<file path="config.mk">
export PLATFORM = sky130hd
export DESIGN_NAME = radial_alpha_falloff
export DESIGN_NICKNAME = d
export VERILOG_FILES = /design/src/rtl/core/raf_pkg.sv /design/src/rtl/core/radial_alpha_falloff.sv /design/src/rtl/core/raf_front.sv /design/src/rtl/core/raf_step.sv /design/src/rtl/core/raf_back.sv
export SDC_FILE = /design/constraint.sdc
export NUM_CORES = 2
export LEC_CHECK = 0
export ABC_CLOCK_PERIOD_IN_PS = 11700
export BUFFER_PORTS_ARGS = -buffer_cell sky130_fd_sc_hd__buf_2
export CAP_MARGIN = 10
export CORE_ASPECT_RATIO = 0.5
export CORE_UTILIZATION = 67
export DETAILED_ROUTE_END_ITERATION = 10
export PLACE_DENSITY = 0.84
export SLEW_MARGIN = 20
export SYNTH_ARGS = -nofsm -noshare
export SYNTH_HDL_FRONTEND = slang
export SYNTH_SLANG_ARGS = --single-unit
</file>
<file path="constraint.sdc">
create_clock -name clk -period 11.7 [get_ports clk]
set_clock_uncertainty 0.15 [all_clocks]
set_input_delay 0.585 -clock clk [delete_from_list [all_inputs] [get_ports clk]]
set_output_delay 0.585 -clock clk [all_outputs]
set_load 0.01 [all_outputs]
</file>
<file path="src/rtl/core/raf_pkg.sv">
// shared constants and types of the radial alpha falloff block
`default_nettype none

package raf_pkg;

    localparam int COORD_BITS_DEFAULT = 12;
    localparam int ALPHA_BITS         = 8;
    localparam int RADIUS_BITS        = 13;

    // 65536 / radius gives a 17-bit quotient, one bit per pipeline step
    localparam int DIVIDEND    = 65536;
    localparam int DIV_BITS    = 17;
    localparam int ATTEN_SHIFT = 8;

    // register stages before and after the step chain
    localparam int FRONT_STAGES = 3;
    localparam int BACK_STAGES  = 2;
    localparam int LATENCY      = FRONT_STAGES + DIV_BITS + BACK_STAGES;

    localparam logic [ALPHA_BITS-1:0]  MAX_ALPHA_RESET = 8'd255;
    localparam logic [RADIUS_BITS-1:0] RADIUS_RESET    = 13'd256;

    typedef enum logic [1:0] {
        REG_MAX_ALPHA  = 2'd0,
        REG_RADIUS     = 2'd1,
        REG_CENTER_COL = 2'd2,
        REG_CENTER_ROW = 2'd3
    } cfg_reg_t;

    // alpha fields that ride along with an item
    typedef struct packed {
        logic [ALPHA_BITS-1:0] alpha;
        logic [ALPHA_BITS-1:0] scaled;
    } side_t;

    // state of the reciprocal long division
    typedef struct packed {
        logic [RADIUS_BITS-1:0] radius;
        logic [RADIUS_BITS-1:0] rem;
        logic [DIV_BITS-1:0]    quot;
    } div_state_t;

endpackage

`default_nettype wire

</file>
<file path="src/rtl/core/radial_alpha_falloff.sv">
// top level of the radial alpha falloff pixel pipeline
`default_nettype none

// radial alpha falloff: one pixel enters per clock whenever start is high;
// busy stays low, so every cycle can carry a new pixel. each pixel comes
// back on new_alpha with a one-cycle done strobe after it has passed the
// 3 front stages, 17 steps and 2 back stages, in the order taken.
// the receiver has no way to hold results off and must take every strobe.
// in the 17-step chain each stage forms one bit of 65536 / falloff_radius
// and the last COORD_BITS + 1 stages also form one bit each of the
// distance square root.
// a pixel with alpha 0 comes out as 0; a falloff_radius of 0 acts as 1.
// configuration is written through cfg_write / cfg_index / cfg_data and may
// only change while no pixel is in flight.
module radial_alpha_falloff #(
    parameter int COORD_BITS = raf_pkg::COORD_BITS_DEFAULT
) (
    input  wire logic                                   clk,
    input  wire logic                                   rst_n,
    // item input
    input  wire logic                                   start,
    output logic                                        busy,
    input  wire logic [raf_pkg::ALPHA_BITS-1:0]         pixel_alpha,
    input  wire logic [COORD_BITS-1:0]                  pixel_row,
    input  wire logic [COORD_BITS-1:0]                  pixel_col,
    // result output
    output logic                                        done,
    output logic [raf_pkg::ALPHA_BITS-1:0]              new_alpha,
    // configuration write port
    input  wire logic                                   cfg_write,
    input  wire logic [1:0]                             cfg_index,
    input  wire logic [((COORD_BITS > raf_pkg::RADIUS_BITS) ?
                        COORD_BITS : raf_pkg::RADIUS_BITS)-1:0] cfg_data
);

    localparam int SQ_BITS = COORD_BITS + 1;
    localparam int NSTEP   = raf_pkg::DIV_BITS;

    // configuration registers
    logic [raf_pkg::ALPHA_BITS-1:0]    max_alpha_reg;
    logic [raf_pkg::RADIUS_BITS-1:0]   radius_reg;
    logic [COORD_BITS-1:0]             center_col_reg;
    logic [COORD_BITS-1:0]             center_row_reg;

    logic                              accept;

    // step chain links, index 0 is the front output
    logic                              valid_s [0:NSTEP];
    raf_pkg::side_t                    side_s  [0:NSTEP];
    raf_pkg::div_state_t               div_s   [0:NSTEP];
    logic [2*SQ_BITS-1:0]              v_s     [0:NSTEP];
    logic [SQ_BITS+2:0]                rem_s   [0:NSTEP];
    logic [SQ_BITS-1:0]                root_s  [0:NSTEP];

    logic [raf_pkg::RADIUS_BITS-1:0]   front_radius;

    // the pipeline never stalls, so the block is never busy
    assign busy   = 1'b0;
    assign accept = start && !busy;

    // register writes, unknown indexes cannot occur with a 2-bit index
    always_ff @(posedge clk or negedge rst_n)
    begin
        if (!rst_n)
        begin
            max_alpha_reg  <= raf_pkg::MAX_ALPHA_RESET;
            radius_reg     <= raf_pkg::RADIUS_RESET;
            center_col_reg <= '0;
            center_row_reg <= '0;
        end
        else if (cfg_write)
        begin
            unique case (raf_pkg::cfg_reg_t'(cfg_index))
                raf_pkg::REG_MAX_ALPHA:  max_alpha_reg  <= cfg_data[raf_pkg::ALPHA_BITS-1:0];
                raf_pkg::REG_RADIUS:     radius_reg     <= cfg_data[raf_pkg::RADIUS_BITS-1:0];
                raf_pkg::REG_CENTER_COL: center_col_reg <= cfg_data[COORD_BITS-1:0];
                raf_pkg::REG_CENTER_ROW: center_row_reg <= cfg_data[COORD_BITS-1:0];
                default:                 max_alpha_reg  <= max_alpha_reg;
            endcase
        end
    end

    // offsets, squares, alpha scale and distance sum
    raf_front #(
        .COORD_BITS (COORD_BITS)
    ) u_front (
        .clk            (clk),
        .rst_n          (rst_n),
        .in_valid       (accept),
        .pixel_alpha    (pixel_alpha),
        .pixel_row      (pixel_row),
        .pixel_col      (pixel_col),
        .max_alpha      (max_alpha_reg),
        .falloff_radius (radius_reg),
        .center_col     (center_col_reg),
        .center_row     (center_row_reg),
        .out_valid      (valid_s[0]),
        .out_side       (side_s[0]),
        .out_radius     (front_radius),
        .out_sum        (v_s[0])
    );

    // division and square root both start from zero partial state
    assign div_s[0]  = '{radius: front_radius, rem: '0, quot: '0};
    assign rem_s[0]  = '0;
    assign root_s[0] = '0;

    // quotient and root bits from the top bit down, one per stage
    generate
        for (genvar k = 0; k < NSTEP; k++)
        begin : g_step
            raf_step #(
                .SQ_BITS (SQ_BITS),
                .J       (NSTEP - 1 - k)
            ) u_step (
                .clk       (clk),
                .rst_n     (rst_n),
                .in_valid  (valid_s[k]),
                .in_side   (side_s[k]),
                .in_div    (div_s[k]),
                .in_v      (v_s[k]),
                .in_rem    (rem_s[k]),
                .in_root   (root_s[k]),
                .out_valid (valid_s[k+1]),
                .out_side  (side_s[k+1]),
                .out_div   (div_s[k+1]),
                .out_v     (v_s[k+1]),
                .out_rem   (rem_s[k+1]),
                .out_root  (root_s[k+1])
            );
        end
    endgenerate

    // distance times reciprocal, subtract from scaled alpha, clamp
    raf_back #(
        .SQ_BITS (SQ_BITS)
    ) u_back (
        .clk       (clk),
        .rst_n     (rst_n),
        .in_valid  (valid_s[NSTEP]),
        .in_side   (side_s[NSTEP]),
        .in_quot   (div_s[NSTEP].quot),
        .in_root   (root_s[NSTEP]),
        .out_valid (done),
        .out_alpha (new_alpha)
    );

endmodule

`default_nettype wire

</file>
<file path="src/rtl/core/raf_front.sv">
// front stages: center offsets, squares, alpha scaling and distance sum
`default_nettype none

module raf_front #(
    parameter int COORD_BITS = raf_pkg::COORD_BITS_DEFAULT
) (
    input  wire logic                                clk,
    input  wire logic                                rst_n,
    input  wire logic                                in_valid,
    input  wire logic [raf_pkg::ALPHA_BITS-1:0]      pixel_alpha,
    input  wire logic [COORD_BITS-1:0]               pixel_row,
    input  wire logic [COORD_BITS-1:0]               pixel_col,
    input  wire logic [raf_pkg::ALPHA_BITS-1:0]      max_alpha,
    input  wire logic [raf_pkg::RADIUS_BITS-1:0]     falloff_radius,
    input  wire logic [COORD_BITS-1:0]               center_col,
    input  wire logic [COORD_BITS-1:0]               center_row,
    output logic                                     out_valid,
    output raf_pkg::side_t                           out_side,
    output logic [raf_pkg::RADIUS_BITS-1:0]          out_radius,
    output logic [2*COORD_BITS+1:0]                  out_sum
);

    localparam int SQ_W  = 2 * COORD_BITS;
    localparam int SUM_W = 2 * COORD_BITS + 2;
    localparam int AW    = raf_pkg::ALPHA_BITS;

    // stage a
    logic                                 a_valid_reg;
    logic [AW-1:0]                        a_alpha_reg;
    logic [AW-1:0]                        a_max_reg;
    logic [raf_pkg::RADIUS_BITS-1:0]      a_radius_reg;
    logic [COORD_BITS-1:0]                a_dx_reg;
    logic [COORD_BITS-1:0]                a_dy_reg;
    logic [COORD_BITS-1:0]                dx_next;
    logic [COORD_BITS-1:0]                dy_next;
    logic [raf_pkg::RADIUS_BITS-1:0]      radius_next;

    // stage b
    logic                                 b_valid_reg;
    raf_pkg::side_t                       b_side_reg;
    logic [raf_pkg::RADIUS_BITS-1:0]      b_radius_reg;
    logic [SQ_W-1:0]                      b_sqx_reg;
    logic [SQ_W-1:0]                      b_sqy_reg;
    logic [2*AW-1:0]                      scale_prod;

    // stage c
    logic                                 c_valid_reg;
    raf_pkg::side_t                       c_side_reg;
    logic [raf_pkg::RADIUS_BITS-1:0]      c_radius_reg;
    logic [SUM_W-1:0]                     c_sum_reg;

    assign dx_next = (center_col >= pixel_col) ? (center_col - pixel_col)
                                               : (pixel_col - center_col);
    assign dy_next = (center_row >= pixel_row) ? (center_row - pixel_row)
                                               : (pixel_row - center_row);
    // zero radius acts as one
    assign radius_next = (falloff_radius == '0) ? raf_pkg::RADIUS_BITS'(1) : falloff_radius;

    assign scale_prod = (2*AW)'(a_alpha_reg) * (2*AW)'(a_max_reg);

    always_ff @(posedge clk or negedge rst_n)
    begin
        if (!rst_n)
        begin
            a_valid_reg <= 1'b0;
            b_valid_reg <= 1'b0;
            c_valid_reg <= 1'b0;
        end
        else
        begin
            a_valid_reg <= in_valid;
            b_valid_reg <= a_valid_reg;
            c_valid_reg <= b_valid_reg;
        end
    end

    always_ff @(posedge clk)
    begin
        a_alpha_reg  <= pixel_alpha;
        a_max_reg    <= max_alpha;
        a_radius_reg <= radius_next;
        a_dx_reg     <= dx_next;
        a_dy_reg     <= dy_next;

        b_side_reg.alpha  <= a_alpha_reg;
        b_side_reg.scaled <= scale_prod[2*AW-1:AW];
        b_radius_reg      <= a_radius_reg;
        b_sqx_reg         <= SQ_W'(a_dx_reg) * SQ_W'(a_dx_reg);
        b_sqy_reg         <= SQ_W'(a_dy_reg) * SQ_W'(a_dy_reg);

        c_side_reg   <= b_side_reg;
        c_radius_reg <= b_radius_reg;
        c_sum_reg    <= SUM_W'(b_sqx_reg) + SUM_W'(b_sqy_reg);
    end

    assign out_valid  = c_valid_reg;
    assign out_side   = c_side_reg;
    assign out_radius = c_radius_reg;
    assign out_sum    = c_sum_reg;

endmodule

`default_nettype wire

</file>
<file path="src/rtl/core/raf_step.sv">
// one pipeline step: one reciprocal quotient bit and, in the low SQ_BITS positions, one square root bit
`default_nettype none

module raf_step #(
    parameter int SQ_BITS = raf_pkg::COORD_BITS_DEFAULT + 1,
    parameter int J       = 0
) (
    input  wire logic                        clk,
    input  wire logic                        rst_n,
    input  wire logic                        in_valid,
    input  wire raf_pkg::side_t              in_side,
    input  wire raf_pkg::div_state_t         in_div,
    input  wire logic [2*SQ_BITS-1:0]        in_v,
    input  wire logic [SQ_BITS+2:0]          in_rem,
    input  wire logic [SQ_BITS-1:0]          in_root,
    output logic                             out_valid,
    output raf_pkg::side_t                   out_side,
    output raf_pkg::div_state_t              out_div,
    output logic [2*SQ_BITS-1:0]             out_v,
    output logic [SQ_BITS+2:0]               out_rem,
    output logic [SQ_BITS-1:0]               out_root
);

    localparam int RB    = raf_pkg::RADIUS_BITS;
    localparam int REM_W = SQ_BITS + 3;
    localparam logic [raf_pkg::DIV_BITS-1:0] DIVIDEND_VEC =
        raf_pkg::DIV_BITS'(raf_pkg::DIVIDEND);

    logic                    valid_reg;
    raf_pkg::side_t          side_reg;
    raf_pkg::div_state_t     div_reg;
    raf_pkg::div_state_t     div_next;
    logic [2*SQ_BITS-1:0]    v_reg;
    logic [REM_W-1:0]        rem_reg;
    logic [REM_W-1:0]        rem_next;
    logic [SQ_BITS-1:0]      root_reg;
    logic [SQ_BITS-1:0]      root_next;

    logic [RB:0]             div_shift;
    logic [RB:0]             div_diff;
    logic                    div_ge;

    // restoring division step on 65536 / radius
    assign div_shift = {in_div.rem, DIVIDEND_VEC[J]};
    assign div_diff  = div_shift - {1'b0, in_div.radius};
    assign div_ge    = (div_shift >= {1'b0, in_div.radius});

    always_comb
    begin
        div_next        = in_div;
        div_next.rem    = div_ge ? div_diff[RB-1:0] : div_shift[RB-1:0];
        div_next.quot[J] = div_ge;
    end

    generate
        if (J < SQ_BITS)
        begin : g_sqrt
            logic [REM_W-1:0] sq_shift;
            logic [REM_W-1:0] sq_trial;
            logic             sq_ge;

            // bring down the next bit pair and try root*4+1
            assign sq_shift  = {in_rem[REM_W-3:0], in_v[2*J+1:2*J]};
            assign sq_trial  = REM_W'({in_root, 2'b01});
            assign sq_ge     = (sq_shift >= sq_trial);
            assign rem_next  = sq_ge ? (sq_shift - sq_trial) : sq_shift;
            assign root_next = {in_root[SQ_BITS-2:0], sq_ge};
        end
        else
        begin : g_pass
            // root not started yet at this bit position
            assign rem_next  = in_rem;
            assign root_next = in_root;
        end
    endgenerate

    always_ff @(posedge clk or negedge rst_n)
    begin
        if (!rst_n)
        begin
            valid_reg <= 1'b0;
        end
        else
        begin
            valid_reg <= in_valid;
        end
    end

    always_ff @(posedge clk)
    begin
        side_reg <= in_side;
        div_reg  <= div_next;
        v_reg    <= in_v;
        rem_reg  <= rem_next;
        root_reg <= root_next;
    end

    assign out_valid = valid_reg;
    assign out_side  = side_reg;
    assign out_div   = div_reg;
    assign out_v     = v_reg;
    assign out_rem   = rem_reg;
    assign out_root  = root_reg;

endmodule

`default_nettype wire

</file>
<file path="src/rtl/core/raf_back.sv">
// back stages: attenuation product, subtract and clamp, result register
`default_nettype none

module raf_back #(
    parameter int SQ_BITS = raf_pkg::COORD_BITS_DEFAULT + 1
) (
    input  wire logic                               clk,
    input  wire logic                               rst_n,
    input  wire logic                               in_valid,
    input  wire raf_pkg::side_t                     in_side,
    input  wire logic [raf_pkg::DIV_BITS-1:0]       in_quot,
    input  wire logic [SQ_BITS-1:0]                 in_root,
    output logic                                    out_valid,
    output logic [raf_pkg::ALPHA_BITS-1:0]          out_alpha
);

    localparam int AW      = raf_pkg::ALPHA_BITS;
    localparam int PROD_W  = SQ_BITS + raf_pkg::DIV_BITS;
    localparam int ATTEN_W = PROD_W - raf_pkg::ATTEN_SHIFT;

    logic                  p_valid_reg;
    raf_pkg::side_t        p_side_reg;
    logic [ATTEN_W-1:0]    p_atten_reg;
    logic [PROD_W-1:0]     prod;

    logic                  q_valid_reg;
    logic [AW-1:0]         q_alpha_reg;
    logic [AW-1:0]         alpha_next;
    logic [AW-1:0]         diff;

    assign prod = PROD_W'(in_root) * PROD_W'(in_quot);

    always_comb
    begin
        if (ATTEN_W'(p_side_reg.scaled) > p_atten_reg)
        begin
            diff = p_side_reg.scaled - p_atten_reg[AW-1:0];
        end
        else
        begin
            diff = '0;
        end
        // a result above the old alpha falls to zero
        alpha_next = (diff > p_side_reg.alpha) ? '0 : diff;
    end

    always_ff @(posedge clk or negedge rst_n)
    begin
        if (!rst_n)
        begin
            p_valid_reg <= 1'b0;
            q_valid_reg <= 1'b0;
        end
        else
        begin
            p_valid_reg <= in_valid;
            q_valid_reg <= p_valid_reg;
        end
    end

    always_ff @(posedge clk)
    begin
        p_side_reg  <= in_side;
        p_atten_reg <= prod[PROD_W-1:raf_pkg::ATTEN_SHIFT];
        q_alpha_reg <= alpha_next;
    end

    assign out_valid = q_valid_reg;
    assign out_alpha = q_alpha_reg;

endmodule

`default_nettype wire

</file>
==> metrics.md <==
| Metric | Value |
|---|---|
| Setup TNS | 0 ns |
| Flops & latches, synth | 1634 |
| Clock Sinks | 1634 |
| Sequential fraction of the synthesis area | 46.5% |
| CP startpoint kind | flop |
| Largest net degree at the start of global routing | 68 |
| Port-buffer cells | 59 |
| DR WL/cell | 16.3 um |
| Final setup violation count | 0 |
| Fin. Hold Viols | 0 |
| Post-DP HPWL | 97200 um |
| Clock Path Buffers | 3 |
| Tot GR Track Use | 25.6% |
| Crit end category | flop |
| Synth-to-Final Area Change | 9.11% |
| Status | finished with violations |
| Worst-Skew Late Latency | 0.77 ns |
| Max Cap Viol | 0 |
| YS warnings | 0 |
| H-tree levels | 4 |
| CTS tree | built |
| Final ANT Viol Nets | 0 |
| Synth cell types | 80 |
| Critical Path Sink | u_back.p_atten_reg[19] |
| Final wirelength | 135000 um |
| DR pass1 iterations | 9 |
| Period utilisation layout | 53.6% |
| Crit. Startpoint | g_step[16].u_step.out_root[6] |
| Avg Cell Area, Syn | 10.7 um^2 |
| Syn Inst Count | 6668 |
| Nets | 7827 |
| Initial antenna violation count | 0 |
| Hold Crit Start | cfg_data[6] |
| Total gr overflow | 0 |
| Unrepaired setup endpoints after global routing | false |
| Critical path peak fanout | 17 |
| Top FF cell, synth | dfxtp_1 |
| Rel. slew slack | 28.1% |
| N_diodes | 0 |
| Hold path cells | 2 |
| Critical Path RT | 12.20 ns |
| Tightest Pin Transition | 1.07 ns |
| Top cell type's share of synthesized area | 44.1% |
| Mapped cell area | 71100 um^2 |
| Failing checks | DRC |
| Multi-input gate area | 33700 um^2 |
| Sequential cell area | 33100 um^2 |
| Minimum clock period | 6.27 ns |
| Layout cells sized above 1 | 8.07% |
| DRC | 1 |
| Chip height | 232 um |
| Die Width | 463 um |
| Row count | 84 |
| Num CTS Buffers | 133 |
| Reg2Reg Depth | 18 |
| Setup CP Type | flop to flop |
| Fmax | 159 MHz |
| RePlAce Congestion | 0.941 |
| Critical path arrival | 6.77 ns |
| Vias | 44900 |
| Root buffer cell | clkbuf_16 |
| First-pass GRT wire length | 226000 um |
| Die area | 108000 um^2 |
| PostCTS Resize Cnt | 0 |
| Number of synthesized flops with an enable pin | 0 |
| Share of synthesized registers carrying an async set or reset | 4.10% |
| Starting Density | 67.7% |
| I/O Pins | 61 |
| Core area | 105000 um^2 |
| Top cell type by total area after synthesis | dfxtp_1 |
| Area contributors post-synth | dfxtp_1 (44%), ha_1 (11%), fa_1 (11%) |
| Setup slack, reg-to-reg | 5.43 ns |
| Max FFs per register | 569 |
| Number of global-route vias before repair | 47000 |
| Hold Path Class | input pin to flop |
| CTS clk-pin slew, worst paths | 0.07 ns |
| Final Slew Violations | 0 |
| DRT iter0 DRCs | 2490 |
| Layout fillers | 6890 |
| Reg2reg end | u_back.p_atten_reg[19] |
| Worst r2r src | g_step[16].u_step.out_root[6] |
| DR vias/cell | 5.41 |
synthesized netlist by cell type (58+ instances only):
| library cell | number |
|---|---|
| a21o_1 | 134 |
| a21oi_1 | 239 |
| and2_1 | 242 |
| clkbuf_1 | 102 |
| dfrtp_1 | 58 |
| dfxtp_1 | 1567 |
| fa_1 | 383 |
| ha_1 | 615 |
| inv_1 | 1044 |
| mux2_2 | 195 |
| nand2_1 | 416 |
| nand3_1 | 58 |
| nor2_1 | 282 |
| nor2b_1 | 76 |
| nor3_1 | 101 |
| o21a_1 | 76 |
| o21ai_0 | 198 |
| xnor2_1 | 205 |
| xor2_1 | 120 |
metrics by stage:
stage,hold WS [ns],instance area [um^2],worst slack [ns],utilization [%],cells
after floorplan,0.139,71100,5.96,-,6674
final,0.0664,77600,5.43,73.8,8298
after global routing,0.0202,77600,5.16,73.8,8298
after detailed placement,0.162,72800,5.55,69.3,8041
after CTS,0.0119,77600,5.48,73.8,8297
after global placement,0.160,72800,5.61,69.3,8041
cell families (layout without fill, tap and decap cells):
family | count (synthesis) | count (layout) | synth area share, %
buffers and inverters | 1164 | 1369 | 6.18
and+or+nand+nor | 1411 | 1411 | 9.81
AOI/OAI and AO/OA | 898 | 898 | 8.18
adders and majority gates | 998 | 998 | 21.6
DFF | 1634 | 1634 | 46.5
xor gates and xnor gates | 325 | 325 | 4.00
muxes | 237 | 237 | 3.73
other | 1 | 7 | 0.00527
cell usage in the layout, fill, tap and decap left out, types with 12 or more instances in the layout:
| cell | n |
|---|---|
| dfxtp_1 | 1567 |
| inv_1 | 1044 |
| ha_1 | 615 |
| nand2_1 | 416 |
| fa_1 | 383 |
| nor2_1 | 280 |
| and2_1 | 242 |
| a21oi_1 | 239 |
| xnor2_1 | 205 |
| o21ai_0 | 198 |
| mux2_2 | 195 |
| a21o_1 | 134 |
| clkbuf_16 | 134 |
| xor2_1 | 120 |
| nor3_1 | 101 |
| nor2b_1 | 76 |
| o21a_1 | 76 |
| buf_2 | 59 |
| nand3_1 | 58 |
| dfrtp_1 | 58 |
| nand2b_1 | 49 |
| nand4_1 | 41 |
| mux2i_1 | 35 |
| a31oi_1 | 31 |
| nor4_1 | 26 |
| or2_2 | 25 |
| a211oi_1 | 25 |
| a21boi_0 | 25 |
| o31ai_1 | 24 |
| or3_1 | 23 |
| and3_1 | 22 |
| clkbuf_8 | 22 |
| dlygate4sd3_1 | 20 |
| clkbuf_1 | 18 |
| o21bai_1 | 17 |
| clkinv_2 | 16 |
| a31o_2 | 15 |
| bufinv_16 | 12 |
worst min-delay path by stage:
stage,endpoint,slack [ns]
floorplan,center_col_reg[0],0.14
global placement,u_back.p_side_reg[15],0.16
detailed placement,g_step[0].u_step.out_side[13],0.16
CTS,center_col_reg[3],0.01
global route,center_col_reg[3],0.02
finish,center_col_reg[6],0.07
final cells by class:
| type | instances | area share (%) |
|---|---|---|
| clock buffer | 174 | 4.80 |
| multi-input combinational | 3876 | 43.5 |
| inverter | 1046 | 5.06 |
| tap | 1419 | 2.29 |
| clock inverter | 62 | 1.05 |
| timing repair buffer | 87 | 0.716 |
| sequential | 1634 | 42.6 |
layer usage:
layer | track usage [%] | routed length, um | vias to the layer above
met4 | 8.68 | 3780 | 0
met2 | 47.0 | 68600 | 1141
li1 | - | - | 21800
met3 | 3.55 | 5260 | 305
met5 | 0 | 0 | -
met1 | 30.7 | 57700 | 21700
critical path, cell delays in order, from the launching register on:
cell,delay [ns]
dfxtp_1,0.79
nand2_1,0.17
fa_1,0.60
fa_1,0.45
fa_1,0.49
inv_1,0.05
fa_1,0.54
inv_1,0.06
fa_1,0.52
inv_1,0.04
ha_1,0.32
nand3_1,0.09
a211oi_1,0.60
o2111ai_1,0.37
a21oi_1,0.39
o21a_1,0.20
o21a_1,0.15
nor2_1,0.06
xnor2_1,0.12
what timing repair did:
action / CTS / global route
setup buffers: 0 / 0
hold buffers: 20 / 0
endpoints found under the hold margin: 97 / 0
Power is not shown: default switching activity piles up to over one toggle a cycle in this logic, so the estimate is an artifact.
